**src/hdl/key_value_table_macros.svh**
```systemverilog
// ----------------------------------------------------------------------------
// key_value_table_macros
// assertion macros shared by the key/value table modules
// ----------------------------------------------------------------------------
`ifndef KEY_VALUE_TABLE_MACROS_SVH
`define KEY_VALUE_TABLE_MACROS_SVH

`ifndef ASSERT_OFF

// same-cycle implication
`define KVT_ASSERT_IMP(lbl, clk, rst_n, ante, cons, msg) \
    lbl: assert property (@(posedge clk) disable iff (!rst_n) (ante) |-> (cons)) \
        else $error(msg);

// next-cycle implication
`define KVT_ASSERT_NXT(lbl, clk, rst_n, ante, cons, msg) \
    lbl: assert property (@(posedge clk) disable iff (!rst_n) (ante) |=> (cons)) \
        else $error(msg);

// invariant
`define KVT_ASSERT_ALW(lbl, clk, rst_n, cond, msg) \
    lbl: assert property (@(posedge clk) disable iff (!rst_n) (cond)) \
        else $error(msg);

`else

`define KVT_ASSERT_IMP(lbl, clk, rst_n, ante, cons, msg)
`define KVT_ASSERT_NXT(lbl, clk, rst_n, ante, cons, msg)
`define KVT_ASSERT_ALW(lbl, clk, rst_n, cond, msg)

`endif

`endif

```
**src/hdl/kvt_pkg.sv**
```systemverilog
// ----------------------------------------------------------------------------
// kvt_pkg
// types, codes and sizes of the key/value table
// ----------------------------------------------------------------------------
package kvt_pkg;

    localparam int ENTRIES = 16;
    localparam int IDX_W   = (ENTRIES > 1) ? $clog2(ENTRIES) : 1;
    localparam int CNT_W   = $clog2(ENTRIES + 1);
    localparam int DATA_W  = 32;
    localparam int OCNT_W  = 5;

    typedef logic [1:0] t_req;
    localparam t_req REQ_ADD    = 2'd0;
    localparam t_req REQ_SEARCH = 2'd1;
    localparam t_req REQ_REMOVE = 2'd2;

    typedef logic [1:0] t_status;
    localparam t_status ST_NEW   = 2'd0;
    localparam t_status ST_FOUND = 2'd1;
    localparam t_status ST_MISS  = 2'd2;
    localparam t_status ST_FULL  = 2'd3;

    typedef struct packed {
        logic capture;
        logic exec;
    } t_cmd;

endpackage

```
**src/hdl/kvt_if.sv**
```systemverilog
// ----------------------------------------------------------------------------
// kvt_if
// request and response channels of the key/value table
// ----------------------------------------------------------------------------
interface kvt_req_if;
    logic                                valid;
    logic                                ready;
    kvt_pkg::t_req                       req_type;
    logic signed [kvt_pkg::DATA_W-1:0]   key;
    logic signed [kvt_pkg::DATA_W-1:0]   value;

    modport source (output valid, req_type, key, value, input ready);
    modport sink   (input valid, req_type, key, value, output ready);
endinterface

interface kvt_rsp_if;
    logic                                valid;
    logic                                ready;
    kvt_pkg::t_status                    status;
    logic signed [kvt_pkg::DATA_W-1:0]   old_value;
    logic [kvt_pkg::OCNT_W-1:0]          entry_count;
    logic                                is_empty;

    modport source (output valid, status, old_value, entry_count, is_empty, input ready);
    modport sink   (input valid, status, old_value, entry_count, is_empty, output ready);
endinterface

```
**src/hdl/kvt_ctrl.sv**
```systemverilog
// ----------------------------------------------------------------------------
// kvt_ctrl
// request sequencing and response handshake of the key/value table
// ----------------------------------------------------------------------------
`include "key_value_table_macros.svh"

module kvt_ctrl (
    input  logic          i_clk,
    input  logic          i_rst_n,
    input  logic          i_req_valid,
    output logic          o_req_ready,
    output logic          o_rsp_valid,
    input  logic          i_rsp_ready,
    output kvt_pkg::t_cmd o_cmd
);

    typedef enum logic [1:0] {
        S_IDLE = 2'b01,
        S_EXEC = 2'b10
    } t_state;

    t_state r_state, n_state;
    logic   r_out_valid, n_out_valid;
    logic   accept;
    logic   out_free;

    assign o_req_ready = (r_state == S_IDLE);
    assign accept      = i_req_valid && o_req_ready;
    assign out_free    = !r_out_valid || i_rsp_ready;
    assign o_rsp_valid = r_out_valid;

    always_comb begin
        n_state       = r_state;
        o_cmd.capture = 1'b0;
        o_cmd.exec    = 1'b0;
        unique case (r_state)
            S_IDLE: begin
                if (accept) begin
                    o_cmd.capture = 1'b1;
                    n_state       = S_EXEC;
                end
            end
            S_EXEC: begin
                if (out_free) begin
                    o_cmd.exec = 1'b1;
                    n_state    = S_IDLE;
                end
            end
            default: begin
                n_state = S_IDLE;
            end
        endcase
    end

    always_comb begin
        n_out_valid = r_out_valid;
        if (o_cmd.exec) begin
            n_out_valid = 1'b1;
        end else if (i_rsp_ready) begin
            n_out_valid = 1'b0;
        end
    end

    always_ff @(posedge i_clk) begin
        if (!i_rst_n) begin
            r_state     <= S_IDLE;
            r_out_valid <= 1'b0;
        end else begin
            r_state     <= n_state;
            r_out_valid <= n_out_valid;
        end
    end

    `KVT_ASSERT_NXT(a_accept_to_exec, i_clk, i_rst_n, accept, r_state == S_EXEC, "request not executed next")
    `KVT_ASSERT_IMP(a_exec_out_free, i_clk, i_rst_n, o_cmd.exec, !r_out_valid || i_rsp_ready, "response overwritten")
    `KVT_ASSERT_NXT(a_exec_gives_rsp, i_clk, i_rst_n, o_cmd.exec, r_out_valid, "response lost")
    `KVT_ASSERT_NXT(a_stall_holds, i_clk, i_rst_n, (r_state == S_EXEC) && r_out_valid && !i_rsp_ready, r_state == S_EXEC, "request dropped under stall")

endmodule

```
**src/hdl/kvt_datapath.sv**
```systemverilog
// ----------------------------------------------------------------------------
// kvt_datapath
// key/value storage, parallel key match, update and response registers
// ----------------------------------------------------------------------------
`include "key_value_table_macros.svh"

module kvt_datapath (
    input  logic                               i_clk,
    input  logic                               i_rst_n,
    input  kvt_pkg::t_cmd                      i_cmd,
    input  kvt_pkg::t_req                      i_req_type,
    input  logic signed [kvt_pkg::DATA_W-1:0]  i_key,
    input  logic signed [kvt_pkg::DATA_W-1:0]  i_value,
    output kvt_pkg::t_status                   o_status,
    output logic signed [kvt_pkg::DATA_W-1:0]  o_old_value,
    output logic [kvt_pkg::OCNT_W-1:0]         o_entry_count,
    output logic                               o_is_empty
);

    localparam int N = kvt_pkg::ENTRIES;
    localparam int W = kvt_pkg::DATA_W;
    localparam int C = kvt_pkg::CNT_W;

    logic signed [W-1:0] r_key [N];
    logic signed [W-1:0] r_val [N];
    logic [C-1:0]        r_count, n_count;

    kvt_pkg::t_req       r_req_type;
    logic signed [W-1:0] r_req_key;
    logic signed [W-1:0] r_req_val;
    logic [N-1:0]        r_match, n_match;

    kvt_pkg::t_status    r_status, n_status;
    logic signed [W-1:0] r_old, n_old;
    logic [kvt_pkg::OCNT_W-1:0] r_out_count;
    logic                r_out_empty;

    logic                hit;
    logic                full;
    logic [N-1:0]        shift_mask;
    logic signed [W-1:0] hit_val;
    logic                do_replace;
    logic                do_append;
    logic                do_shift;

    // key compare against the held entries
    always_comb begin
        for (int i = 0; i < N; i++) begin
            n_match[i] = (C'(i) < r_count) && (r_key[i] == i_key);
        end
    end

    assign hit        = |r_match;
    assign full       = (r_count == C'(N));
    // entries at and above the matching slot
    assign shift_mask = ~(r_match - N'(1));

    always_comb begin
        hit_val = '0;
        for (int i = 0; i < N; i++) begin
            hit_val = hit_val | (r_val[i] & {W{r_match[i]}});
        end
    end

    always_comb begin
        n_status   = kvt_pkg::ST_MISS;
        n_old      = '0;
        n_count    = r_count;
        do_replace = 1'b0;
        do_append  = 1'b0;
        do_shift   = 1'b0;
        unique case (r_req_type)
            kvt_pkg::REQ_ADD: begin
                if (hit) begin
                    n_status   = kvt_pkg::ST_FOUND;
                    n_old      = hit_val;
                    do_replace = 1'b1;
                end else if (!full) begin
                    n_status  = kvt_pkg::ST_NEW;
                    n_count   = r_count + C'(1);
                    do_append = 1'b1;
                end else begin
                    n_status = kvt_pkg::ST_FULL;
                end
            end
            kvt_pkg::REQ_SEARCH: begin
                if (hit) begin
                    n_status = kvt_pkg::ST_FOUND;
                    n_old    = hit_val;
                end
            end
            kvt_pkg::REQ_REMOVE: begin
                if (hit) begin
                    n_status = kvt_pkg::ST_FOUND;
                    n_old    = hit_val;
                    n_count  = r_count - C'(1);
                    do_shift = 1'b1;
                end
            end
            default: begin
                n_status = kvt_pkg::ST_MISS;
            end
        endcase
    end

    // entry storage
    for (genvar g = 0; g < N; g++) begin : g_entry
        if (g < N - 1) begin : g_mid
            always_ff @(posedge i_clk) begin
                if (i_cmd.exec) begin
                    if (do_replace && r_match[g]) begin
                        r_val[g] <= r_req_val;
                    end
                    if (do_append && (C'(g) == r_count)) begin
                        r_key[g] <= r_req_key;
                        r_val[g] <= r_req_val;
                    end
                    if (do_shift && shift_mask[g]) begin
                        r_key[g] <= r_key[g+1];
                        r_val[g] <= r_val[g+1];
                    end
                end
            end
        end else begin : g_last
            always_ff @(posedge i_clk) begin
                if (i_cmd.exec) begin
                    if (do_replace && r_match[g]) begin
                        r_val[g] <= r_req_val;
                    end
                    if (do_append && (C'(g) == r_count)) begin
                        r_key[g] <= r_req_key;
                        r_val[g] <= r_req_val;
                    end
                end
            end
        end
    end

    always_ff @(posedge i_clk) begin
        if (!i_rst_n) begin
            r_count <= '0;
        end else if (i_cmd.exec) begin
            r_count <= n_count;
        end
    end

    always_ff @(posedge i_clk) begin
        if (i_cmd.capture) begin
            r_req_type <= i_req_type;
            r_req_key  <= i_key;
            r_req_val  <= i_value;
            r_match    <= n_match;
        end
        if (i_cmd.exec) begin
            r_status    <= n_status;
            r_old       <= n_old;
            r_out_count <= kvt_pkg::OCNT_W'(n_count);
            r_out_empty <= (n_count == '0);
        end
    end

    assign o_status      = r_status;
    assign o_old_value   = r_old;
    assign o_entry_count = r_out_count;
    assign o_is_empty    = r_out_empty;

    `KVT_ASSERT_ALW(a_count_bound, i_clk, i_rst_n, r_count <= C'(N), "pair count above depth")
    `KVT_ASSERT_IMP(a_unique_key, i_clk, i_rst_n, i_cmd.exec, $onehot0(r_match), "duplicate key held")
    `KVT_ASSERT_NXT(a_append_count, i_clk, i_rst_n, i_cmd.exec && do_append, r_count == $past(r_count) + C'(1), "append count wrong")
    `KVT_ASSERT_NXT(a_remove_count, i_clk, i_rst_n, i_cmd.exec && do_shift, r_count == $past(r_count) - C'(1), "remove count wrong")

endmodule

```
**src/hdl/key_value_table.sv**
```systemverilog
// ----------------------------------------------------------------------------
// key_value_table
// key/value store in insertion order with add, search and remove requests
// ----------------------------------------------------------------------------
// i_req carries one request: req_type (add, search, remove), key and value.
// o_rsp returns one response per request: status, old_value, entry_count
// and is_empty after the request.
// A request is taken while the block is idle; in that same cycle the key is
// compared against every held entry in parallel. The execute step that follows,
// once the response register is free, applies the update (replace, append, or
// remove with the later entries shifted down one place) and loads the response
// register. A new request is taken only after that update, as the controller
// moves between its idle and execute states.
// The response register lets the next request be taken while a response
// waits. When the receiver stalls, the second request holds in its update
// step until the waiting response is taken.
// Reset clears the pair count and the handshake state; the store then
// holds no pairs and the block is ready at once.
// ----------------------------------------------------------------------------
module key_value_table (
    input  logic      i_clk,
    input  logic      i_rst_n,
    kvt_req_if.sink   i_req,
    kvt_rsp_if.source o_rsp
);

    kvt_pkg::t_cmd cmd;

    kvt_ctrl u_ctrl (
        .i_clk       (i_clk),
        .i_rst_n     (i_rst_n),
        .i_req_valid (i_req.valid),
        .o_req_ready (i_req.ready),
        .o_rsp_valid (o_rsp.valid),
        .i_rsp_ready (o_rsp.ready),
        .o_cmd       (cmd)
    );

    kvt_datapath u_datapath (
        .i_clk         (i_clk),
        .i_rst_n       (i_rst_n),
        .i_cmd         (cmd),
        .i_req_type    (i_req.req_type),
        .i_key         (i_req.key),
        .i_value       (i_req.value),
        .o_status      (o_rsp.status),
        .o_old_value   (o_rsp.old_value),
        .o_entry_count (o_rsp.entry_count),
        .o_is_empty    (o_rsp.is_empty)
    );

endmodule
```
**src/flat_wrapper.sv**
```systemverilog
// flat-port wrapper written by rule: the top's interface ports become plain ports
module key_value_table_flat 
  (i_clk, i_rst_n, i_req_valid, i_req_req_type, i_req_key, i_req_value, i_req_ready, o_rsp_valid, o_rsp_status, o_rsp_old_value, o_rsp_entry_count, o_rsp_is_empty, o_rsp_ready);
  kvt_req_if i_req_i ();
  kvt_rsp_if o_rsp_i ();
  input  logic i_clk;
  input  logic i_rst_n;
  input wire logic [$bits(i_req_i.valid)-1:0] i_req_valid;
  input wire logic [$bits(i_req_i.req_type)-1:0] i_req_req_type;
  input wire logic [$bits(i_req_i.key)-1:0] i_req_key;
  input wire logic [$bits(i_req_i.value)-1:0] i_req_value;
  output wire logic [$bits(i_req_i.ready)-1:0] i_req_ready;
  output wire logic [$bits(o_rsp_i.valid)-1:0] o_rsp_valid;
  output wire logic [$bits(o_rsp_i.status)-1:0] o_rsp_status;
  output wire logic [$bits(o_rsp_i.old_value)-1:0] o_rsp_old_value;
  output wire logic [$bits(o_rsp_i.entry_count)-1:0] o_rsp_entry_count;
  output wire logic [$bits(o_rsp_i.is_empty)-1:0] o_rsp_is_empty;
  input wire logic [$bits(o_rsp_i.ready)-1:0] o_rsp_ready;
  assign i_req_i.valid = i_req_valid;
  assign i_req_i.req_type = i_req_req_type;
  assign i_req_i.key = i_req_key;
  assign i_req_i.value = i_req_value;
  assign i_req_ready = i_req_i.ready;
  assign o_rsp_valid = o_rsp_i.valid;
  assign o_rsp_status = o_rsp_i.status;
  assign o_rsp_old_value = o_rsp_i.old_value;
  assign o_rsp_entry_count = o_rsp_i.entry_count;
  assign o_rsp_is_empty = o_rsp_i.is_empty;
  assign o_rsp_i.ready = o_rsp_ready;
  key_value_table u_core (.i_clk(i_clk), .i_rst_n(i_rst_n), .i_req(i_req_i), .o_rsp(o_rsp_i));
endmodule
```
**config.mk**
```make
export PLATFORM = sky130hd
export DESIGN_NAME = key_value_table_flat
export DESIGN_NICKNAME = d
export VERILOG_FILES = /design/src/hdl/kvt_pkg.sv /design/src/hdl/kvt_if.sv /design/src/hdl/kvt_ctrl.sv /design/src/hdl/kvt_datapath.sv /design/src/hdl/key_value_table.sv /design/src/flat_wrapper.sv
export VERILOG_INCLUDE_DIRS = /design/src /design/src/hdl
export SDC_FILE = /design/constraint.sdc
export NUM_CORES = 2
export LEC_CHECK = 0
export ABC_AREA = 1
export BUFFER_PORTS_ARGS = -buffer_cell sky130_fd_sc_hd__buf_2
export CORE_ASPECT_RATIO = 0.7
export CORE_MARGIN = 8
export CORE_UTILIZATION = 35
export CTS_CLUSTER_SIZE = 16
export DETAILED_ROUTE_END_ITERATION = 7
export PLACE_DENSITY_LB_ADDON = 0.08
export SLEW_MARGIN = 20
export SYNTH_ARGS = -nofsm -noshare
export SYNTH_HDL_FRONTEND = slang
export SYNTH_SLANG_ARGS = --single-unit
```
**constraint.sdc**
```tcl
create_clock -name i_clk -period 6.35 [get_ports i_clk]
set_input_delay 1.27 -clock i_clk [delete_from_list [all_inputs] [get_ports i_clk]]
set_output_delay 1.27 -clock i_clk [all_outputs]
set_load 0.005 [all_outputs]
```
==> out/summary.txt <==
reg2reg end - u_core.u_datapath.r_val[1][187]
post-synth design cell area - 0.0564 mm²
crit path cell chain - nor2_2 -> nand2_1 -> nor2_4 -> nand2_4 -> nand3_4 -> inv_6 -> nand3_4 -> nand3_2 -> buf_4
I/O pin cnt - 112
hold endpoint - u_core.u_datapath.r_val[1][243]
ratio of final minimum period to clock period - 0.684
cts bufs inserted - 121
Required @ worst endpoint - 6770 ps
Peak VDD IR - 0.227 mV
RSZ-0062 raised after global routing - no
fillcell total - 15,900
reg2reg start - u_core.u_datapath.r_match[3]
Core Region - 0.160 mm²
post-synthesis register bit count - 1,154
met1 WL - 118,000 µm
final non-filler cell area - 0.0628 mm²
post-CTS setup buffers - 0
Detail Route met3 WL - 36,200 µm
Final Hold Viols - 0
commonest non-fill, non-tap cells in the layout - 1,616 x nand2_1, 1,146 x edfxtp_1, 784 x o21ai_0
setup TNS - 0 ps
Final WS setup - 2010 ps
Die ar. - 0.175 mm²
Congestion Overflow GR - 0
P_leak - 0.0213 µW
Hold/Removal Path Class - register to register
Worst EP arrival - 4760 ps
Netlist cell types - 46
Fin Hold WS - 523 ps
sequential share of the synthesized area - 0.613
Yosys warnings - 0
Tmin final - 4340 ps
nature of the critical path endpoint - register
DR vias/cell - 5.78
cells after synthesis - 5,640
metal2 WL - 95,900 µm
outcome - finished clean
placed cells - 7,573
WL final - 256,000 µm
Crit Path Category - register to register
post-synthesis net count - 5,720
Fmax - 230 MHz
Crit-path slowest cell - edfxtp_1
synthesized area per cell - 10.0 µm²
Max clock buf depth - 3
Clock Skews - 42.2 ps
Max Used Layer - met5
routed wire length per instance - 32.8 µm
# resized after CTS - 0
Initial Util - 0.352
Clk Latency, worst-skew pair - 790 ps
IO Port Bufs - 111
Hold Startpoint - u_core.u_datapath.r_req_val[19]
Most Frequent Cell on Critical Path - nand3_4
slew margin rel. - 0.173
startpoint types - register
H-tree depth - 3
FP Rows - 123
r2r setup slk - 2010 ps
DIE WIDTH - 496 µm
commonest non-fill, non-tap cell in the layout - nand2_1
Final setup viols - 0
routability congestion estimate - 0.939
CP delay by family, top - simple AND/OR/NAND/NOR gates
clock sink count - 1,154
P&R area growth vs syn - 11.2%
Critical Path Fanout Max - 55
DR vias - 45,200
Final Max Slew Viols - 0
MaxCap Viol Count - 0
Root Buffer - clkbuf_16
Total GRT Usage - 0.283
Layout Nets - 5,652
PD cells - 272 mW/mm²
Initial DRC Count - 7,001
Final HPWL DP - 169,000 µm
initial antenna violation count - 19
first-pass GRT wire length - 346,000 µm
clock-pin slew on the worst setup and hold paths - 60 ps
R2R depth - 9
DP Worst Slack - 1380 ps
DRC - 0
Post-CTS Hold Buffers - 0
largest net degree at the start of global routing - 129
Post-DP Area - 0.0589 mm²
Pre-antenna DRT Iters - 8
die height - 352 µm
WP buf/inv - 2
CP max stage delay - 880 ps
fraction of layout instances using a drive strength above 1 - 0.0894
Hold Crit Depth - 0
vias in the first global route - 40,300
Worst-Margin Slew - 1240 ps
fin cells - 7,806
CTS tree - yes
antenna-violating nets left - 0
==> per-stage QoR <==
stage / utilization / power (µW)
finish: 0.392 / 17100
global route: 0.391 / 17500
CTS: 0.391 / 17100
detailed placement: 0.367 / 9990
global placement: 0.367 / 9990
floorplan: - / 9330
==> flip-flops by register name (all words and copies together) (netlist names) <==
signal	flops
u_core.u_ctrl.o_rsp_valid	1
u_core.u_ctrl.r_state	2
u_core.u_datapath.o_entry_count	5
u_core.u_datapath.o_is_empty	1
u_core.u_datapath.o_old_value	32
u_core.u_datapath.o_status	2
u_core.u_datapath.r_count	5
u_core.u_datapath.r_key	512
u_core.u_datapath.r_match	16
u_core.u_datapath.r_req_key	32
u_core.u_datapath.r_req_type	2
u_core.u_datapath.r_req_val	32
u_core.u_datapath.r_val	512
==> worst max-delay path by stage <==
stage	slack, ps	cells after the start	to	start
after floorplan	1710	7	u_core.u_datapath.r_val[0][0]	o_rsp_ready
after global routing	1850	9	u_core.u_datapath.r_val[1][190]	u_core.u_datapath.r_match[3]
after CTS	1940	9	u_core.u_datapath.r_key[0][85]	u_core.u_datapath.r_match[3]
after detailed placement	1380	10	u_core.u_datapath.r_key[0][73]	o_rsp_ready
final	2010	9	u_core.u_datapath.r_val[1][187]	u_core.u_datapath.r_match[3]
after global placement	1460	10	u_core.u_datapath.r_val[0][95]	o_rsp_ready
==> synth_stat cells, drive strengths merged <==
master	number	area, µm²
o22ai	73	457
o21ai	932	4740
xnor2	214	1870
o21bai	1	7.51
edfxtp	1146	34400
nand2	1632	6150
nor3	22	110
a221oi	101	885
a31oi	18	113
or2	48	300
and2	1	6.26
nor4	14	87.6
clkbuf	220	830
inv	297	1120
nand3b	1	7.51
a211o	1	8.76
a41oi	13	114
clkinv	8	30.0
nand3	177	916
a22o	49	429
xor2	63	552
a21oi	72	360
ha	10	125
dfxtp	8	160
nor3b	2	15.0
nor2	224	876
a211oi	17	128
o2111ai	11	96.3
o211ai	14	105
o221ai	3	26.3
nand4	58	363
buf	190	1030
==> power by group <==
part           internal [µW]  switching, µW  total (µW)
Combinational            318            975        1290
Clock                   3950           3270        7210
Sequential              8480            118        8600
Total                  12700           4360       17100
==> layer usage <==
layer  vias up  track usage
li1      19500            -
met1     22400        0.442
met2      2892        0.360
met3       333        0.111
met4         6       0.0599
met5         -            0
==> cell families (layout without fill, tap and decap cells) <==
group,Yosys count,after routing,share of synthesized area
AOI/OAI and AO/OA,1305,1305,0.132
buffers and inverters,715,747,0.0534
and+or+nand+nor,2179,2179,0.156
adders and majority gates,10,10,0.00222
DFF,1154,1154,0.613
other,0,9,0
xor gates and xnor gates,277,277,0.0430
==> final cells by class <==
type | instances | area, µm² | share of cell area
Antenna cell | 9 | 22.5 | 0.000359
Clock buffer | 153 | 3180 | 0.0506
Sequential cell | 1154 | 34600 | 0.551
Tap cell | 2125 | 2660 | 0.0423
Inverter | 305 | 1160 | 0.0185
Multi-Input combinational cell | 3771 | 19100 | 0.304
Timing Repair Buffer | 219 | 1430 | 0.0228
Clock inverter | 70 | 683 | 0.0109
No activity file was read; power rests on OpenSTA's default activity.
